`src/hw/rtl/kbv_pkg.sv`:
```
// Shared constants and widths for the knapsack best-value core.
package kbv_pkg;

	localparam int MAX_CAPACITY_DEF = 1023;
	localparam int CAP_W            = 10;
	localparam int WEIGHT_W         = 10;
	localparam int VALUE_W          = 16;
	localparam int BEST_W           = 32;
	localparam int S_TDATA_W        = 32;
	localparam int M_TDATA_W        = 32;
	localparam int PADDR_W          = 3;
	localparam int PDATA_W          = 32;

	localparam logic REG_CAPACITY = 1'b0;

endpackage

```
`src/hw/rtl/kbv_alu.sv`:
```
// Saturating add of item value to a base entry and compare with the current entry.
module kbv_alu (
	input  logic [kbv_pkg::BEST_W-1:0]  cur,
	input  logic [kbv_pkg::BEST_W-1:0]  base,
	input  logic [kbv_pkg::VALUE_W-1:0] value,
	output logic                        upd,
	output logic [kbv_pkg::BEST_W-1:0]  cand
);

	logic [kbv_pkg::BEST_W:0] sum;

	always_comb begin
		sum  = {1'b0, base} + (kbv_pkg::BEST_W + 1)'(value);
		cand = sum[kbv_pkg::BEST_W] ? {kbv_pkg::BEST_W{1'b1}} : sum[kbv_pkg::BEST_W-1:0];
		upd  = cand > cur;
	end

endmodule

```
`config.mk`:
```
export PLATFORM = sky130hd
export DESIGN_NAME = kbv_alu
export DESIGN_NICKNAME = d
export VERILOG_FILES = /design/src/hw/rtl/kbv_pkg.sv /design/src/hw/rtl/kbv_alu.sv
export SDC_FILE = /design/constraint.sdc
export NUM_CORES = 1
export LEC_CHECK = 0
export BUFFER_PORTS_ARGS = -buffer_cell sky130_fd_sc_hd__buf_2
export CAP_MARGIN = 10
export CORE_AREA = 10 10 92 70
export DETAILED_ROUTE_END_ITERATION = 8
export DIE_AREA = 0 0 102 80
export PLACE_DENSITY = 0.91
export SLEW_MARGIN = 30
export SYNTH_ARGS = -nofsm -noshare
export SYNTH_HDL_FRONTEND = slang
export SYNTH_SLANG_ARGS = --single-unit
```
`constraint.sdc`:
```
create_clock -name vclk -period 6.2
set_input_delay 1.24 -clock vclk [all_inputs]
set_output_delay 1.24 -clock vclk [all_outputs]
set_load 0.03 [all_outputs]
```
# [Word level (Yosys, flattened, before mapping)]
# Cells that the tools add are included.
[classes] add_sub_neg=1 order_cmp=1 n_mux=1
[ops] op="32-bit by 16-bit adder with 33-bit output" n=1
[ops] op="32-bit > comparator" n=1
[ops] op="32-bit 2-to-1 mux" n=1
[word_totals] ff_bits=0 inputBits=80 wordCells=3

# [Longest topological paths before layout]
# Gate-level depths: netlist (run 1).
[logic_depth] depth_word=3 mapped_depth=16 depth_no_buf=15

# [Least setup slack after synthesis (run 1)]
# Ideal clock, no wire load.
[synth_path] path_type="input to output" from="input port value[2] (netlist bit)" to="output port upd" arrival_ns=4.933 required_ns=4.960 slack_ns=0.027 stages=13 path_cell_list="ha_1 o211ai_2 o211ai_2 a31oi_1 o22a_2 o311ai_0 ha_1 a21o_1 a21o_1 a21oi_1 o21ai_0 a21oi_1 a22oi_1"
[synth_via] elab_chain_len=3
[synth_rtl] item="start: declaration" line_no="kbv_alu.sv:5" source="input logic [kbv_pkg::VALUE_W-1:0] value,"
[synth_rtl] item="32-bit by 16-bit adder with 33-bit output" line_no="kbv_alu.sv:13" source="sum = {1'b0, base} + (kbv_pkg::BEST_W + 1)'(value);"
[synth_rtl] item="32-bit 2-to-1 mux" line_no="kbv_alu.sv:14" source="cand = sum[kbv_pkg::BEST_W] ? {kbv_pkg::BEST_W{1'b1}} : sum[kbv_pkg::BEST_W-1:0];"
[synth_rtl] item="via cand (one bit)" line_no="kbv_alu.sv:7" source="output logic [kbv_pkg::BEST_W-1:0] cand"
[synth_rtl] item="32-bit > comparator" line_no="kbv_alu.sv:15" source="upd = cand > cur;"
[synth_rtl] item="end: declaration" line_no="kbv_alu.sv:6" source="output logic upd,"
# The timed path passes the listed nets, and every way through them passes these cells.

# [Worst setup path in the final report (run 1)]
[layout_path] from="input port value[0] (netlist bit)" to="output port upd"
[layout_via] elab_chain_len=3
[layout_rtl] item="32-bit by 16-bit adder with 33-bit output" line_no="kbv_alu.sv:13"
[layout_rtl] item="32-bit 2-to-1 mux" line_no="kbv_alu.sv:14"
[layout_rtl] item="32-bit > comparator" line_no="kbv_alu.sv:15"
# No other way between the ends.

==> flow_summary.ini, run 1 <==
[yosys]
syn-cell-area_mm2 = 0.00220
synthSimpleGateAreaFrac_pct = 26.4
yosysTopAreaCellShare_pct = 27.3
yosysSeqAreaShare_pct = 0
yosysUniqueCellTypes = 55
yosys_warnings = 0
synth_fa_ha_area_share_pct = 28.2
synth-xor-area-share_pct = 7.16
synth.area.mux_share_pct = 2.67
synth_area_per_cell_um2 = 6.97
synth-compound-area-share_pct = 27.3
ys_top_cells_by_area = ha_1, nand2_1, inv_1, a21o_1, a21oi_1
yosys.area.top_type = ha_1
yosysMostFrequentCell = ha_1
syn-num-nets = 445
ys_top_cells_by_count = ha_1, nand2_1, inv_1
synth_top_family_by_area = adder cells
synthCells = 316

[floorplanning]
die_h_um = 80
start_util_pct = 47.1
dieWidth_um = 102
row_count = 21
core_area_mm2 = 0.00468
die-area_mm2 = 0.00816
ios = 113

[grt]
antenna_found_initial = 0
grt_pass1_vias = 2687
grt-ovfl-total = 0
grt_usage_pct = 17.8
grt_max_degree = 26
grt_pass1_wl_um = 12500

[sta]
drv_slew = 0
finalSetupTns_ps = 0
setup_viol = 0
relSlewSlack_pct = 69.4
whs_ps = 2920
period_share_pct = 96.4
finalHoldViolations = 0
worstMarginPinSlew_ps = 454
fmax_mhz = 167
period_minus_slack_ps = 5970

[place]
place.gp.congestion = 0.918
dp_hpwl_um = 6960
placed_cell_area_mm2 = 0.00285
io_buffers = 113

[drt]
avgRoutedWirePerCell_um = 16.2
viasPerCell = 5.65
antenna_left = 0
drt-initial-drc-count = 164
vias = 2737
firstDrtPassIters = 5
drc_errors = 0
drt_wl_total_um = 7820

[layout]
nNetsFinal = 558
fin_area_mm2 = 0.00287
nClkBuffers = 0
drive_gt1_share_pct = 32.1
multi_input_area_mm2 = 0.00204
diodes = 0
postLayoutCoreUtil_pct = 61.4
fillCellCount = 439
ff_latch_area_um2 = 0
area_growth_syn_to_layout_pct = 30.3
nFlopsAndLatches = 0

[critical_path]
crit_chain = buf_2 > ha_1 > fa_1 > a211oi_2 > o211a_1 > nor4b_4 > o21ai_2 > buf_12 > nand2_1 > ha_1 > a21o_1 > a21o_1 > a21oi_1 > o22ai_1 > o41ai_2 > a22oi_1 > clkbuf_4
worst_setup_path_start_kind = primary input
slowest_delay_ps = 450
worstPathMaxFanout = 25
crit_path_end_kind = output port
slowest_stage = fa_1
worstPathRequired_ps = 4960
cp.arrival_ps = 4730
startpoint = value[0]
crit_type = in -> out

[power]
p_int_w = 0.000130
ir_drop_v = 0.0000490
pwr-share-comb_pct = 100.0
p_seq_share_pct = 0
power.share.clock_pct = 0
p_per_area_mw_per_mm2 = 122
p_switching_w = 0.000220
leakage_nw = 1.64
power.total_w = 0.000350
p_sw_share_pct = 62.8

[min_path]
min-delay-start = base[29]
holdPathStages = 3
hold_path_end = cand[29]
hold_path_class = in -> out

[flow_run]
cap_viol_max_count = 0

[run_status]
status = complete, no violations
worst max-delay path by stage:
| stage | endpoint | cells after the start |
|---|---|---|
| after floorplan | upd | 13 |
| after global placement | upd | 17 |
| after detailed placement | upd | 17 |
| after CTS | upd | 17 |
| after global routing | upd | 17 |
| final | upd | 17 |
cells in the final DEF, fill, tap and decap left out, types with 3 or more instances in the layout:
| cell | count |
|---|---|
| a211oi_1 | 3 |
| a21o_1 | 16 |
| a21oi_1 | 22 |
| a31oi_1 | 3 |
| buf_2 | 112 |
| buf_4 | 3 |
| ha_1 | 48 |
| inv_1 | 40 |
| nand2_1 | 41 |
| nand3_1 | 10 |
| nand4_1 | 16 |
| nor2_1 | 16 |
| nor2b_1 | 4 |
| nor3_1 | 5 |
| o21ai_0 | 17 |
| or3_1 | 3 |
| xnor2_1 | 11 |
| xor2_1 | 7 |
area by class of cell:
class              instances  area share [%]
multi-input cells        270            71.0
repair buffers           117            21.3
inverters                 40            5.23
well taps                 57            2.48
critical path: cells and delay by family:
kind,cells,cell delay [ps]
and+or+nand+nor,2,170
buffers and inverters,3,480
AOI/OAI and AO/OA,9,1860
adders and majority gates,3,980
what timing repair did:
action,4_1_cts,5_1_grt
setup endpoints to repair,0,1
hold buffers,0,0
resized for setup,0,4
endpoints found under the hold margin,0,0
setup buffers,0,1
power groups by stage:
stage	sequential, W	combinational (W)	clock [W]
floorplan	0	0.000235	0
global placement	0	0.000337	0
detailed placement	0	0.000344	0
CTS	0	0.000346	0
global route	0	0.000383	0
finish	0	0.000350	0
per-layer routing:
layer	up-vias	track usage, %	share of wire [%]
met2	114	28.8	43
met3	4	2.08	8.5
met4	0	0.983	0.68
met5	-	0	0
met1	1242	25.5	47
li1	1377	-	-
per-stage QoR:
stage	std cells	setup WS (ps)
finish	484	225
global route	484	-5.81
CTS	483	116
detailed placement	483	124
global placement	483	259
floorplan	316	26.5
logic make-up after synthesis:
family / count (synthesis)
AOI/OAI and AO/OA: 88
xor gates and xnor gates: 18
adders and majority gates: 49
buffers and inverters: 46
muxes: 5
and+or+nand+nor: 110
Power figures use the tool's default switching activity.
==> run 2, diff against run 1 <==
Settings changed: GPL_ROUTABILITY_DRIVEN set to 0, PLACE_DENSITY 0.91 to 0.87.
==> flow_summary.ini, run 2 (synthesized netlist as in run 1, its figures left out) <==
[flow_run]
cap_viol_max_count = 0

[grt]
grt_max_degree = 24
grt_usage_pct = 17.3
antenna_found_initial = 0
grt-ovfl-total = 0
grt_pass1_vias = 2739
grt_pass1_wl_um = 12200

[drt]
vias = 2695
viasPerCell = 5.57
drt-initial-drc-count = 183
firstDrtPassIters = 4
avgRoutedWirePerCell_um = 15.6
antenna_left = 0
met2WireLength_um = 3550
routed.top_layer = met4
drt-met1-wl_um = 3380
dr_wl_met3_um = 569
drc_errors = 0
drt_wl_total_um = 7560

[sta]
finalSetupTns_ps = 0
rsz0062_at_grt = false
period_minus_slack_ps = 5950
setup_ws_ps = 246
setup_viol = 0
relSlewSlack_pct = 64.2
worstMarginPinSlew_ps = 531
drv_slew = 0
finalHoldViolations = 0
fmax_mhz = 168
period_share_pct = 96.0

[layout]
layout_common_cells = buf_2, ha_1, nand2_1
ff_latch_area_um2 = 0
nNetsFinal = 558
nClkBuffers = 0
nFlopsAndLatches = 0
layout_commonest_cell = buf_2
diodes = 0
drive_gt1_share_pct = 31.6
area_growth_syn_to_layout_pct = 29.4

[run_status]
status = complete, no violations

[power]
pwr-share-comb_pct = 100.0
p_sw_share_pct = 62.6
leakage_nw = 1.63
p_switching_w = 0.000218
power.total_w = 0.000349
power.share.clock_pct = 0
ir_drop_v = 0.0000626
p_per_area_mw_per_mm2 = 122
p_seq_share_pct = 0
p_int_w = 0.000130

[floorplanning]
start_util_pct = 47.1
ios = 113
row_count = 21
die_h_um = 80
die-area_mm2 = 0.00816
dieWidth_um = 102
core_area_mm2 = 0.00468

[critical_path]
slowest_delay_ps = 440
worstPathMaxFanout = 23
worstPathRequired_ps = 4960
critPathBufInv = 3
crit_chain = buf_2 > ha_1 > fa_1 > a211oi_2 > o211a_1 > nor4b_4 > o21ai_2 > buf_6 > nand2_1 > ha_1 > a21o_1 > a21o_1 > a21oi_1 > o22ai_1 > o41ai_1 > a22oi_1 > buf_2
critPathTopFamily = compound AO/OA/AOI/OAI gates
crit_type = in -> out
cp.arrival_ps = 4710
worst_setup_path_start_kind = primary input
slowest_stage = fa_1
crit_path_end_kind = output port

[place]
dp_hpwl_um = 6850
io_buffers = 113
dpl_worst_slack_ps = 94.0

[min_path]
hold_path_class = in -> out

[clock_tree]
cts_hold_buf = 0
run 2: per-stage QoR:
stage / instance area [um2] / hold slack, ps / util (%) / std cells
finish: 2850 / 2920 / 60.9 / 484
global route: 2850 / 2930 / 60.9 / 484
CTS: 2840 / 2920 / 60.6 / 484
detailed placement: 2840 / 2920 / 60.6 / 484
global placement: 2840 / 2920 / 60.6 / 484
floorplan: 2200 / 2670 / - / 316
run 2: final timing paths:
| path | start | to | slack, ps | cells after the start |
|---|---|---|---|---|
| max | value[0] | upd | 250 | 17 |
| min | base[29] | cand[29] | 2920 | 3 |
run 2: worst min-delay path, delay by kind of cell:
kind	cells	cell delay, ps
buffers and inverters	2	290
multiplexers	1	140
run 2: metal layers:
| metal | track usage (%) | vias to the layer above |
|---|---|---|
| li1 | - | 1376 |
| met3 | 2.42 | 4 |
| met4 | 1.83 | 0 |
| met2 | 30.3 | 90 |
| met1 | 22.5 | 1225 |
| met5 | 0 | - |
run 2: final cells by class:
type	instances	area, um2
multi-input combinational	270	2030
tap	57	71.3
timing repair buffer	117	599
fill	433	1830
inverter	40	150
run 2: timing repair:
item	4_1_cts	5_1_grt
setup endpoints to repair	0	1
gates resized for setup	0	3
buffers inserted	0	0
run 2: power groups by stage:
stage / Clock [W] / Sequential [W] / Combinational, W
after floorplan: 0 / 0 / 0.000235
after global placement: 0 / 0 / 0.000337
after detailed placement: 0 / 0 / 0.000345
after CTS: 0 / 0 / 0.000347
after global routing: 0 / 0 / 0.000383
final: 0 / 0 / 0.000349
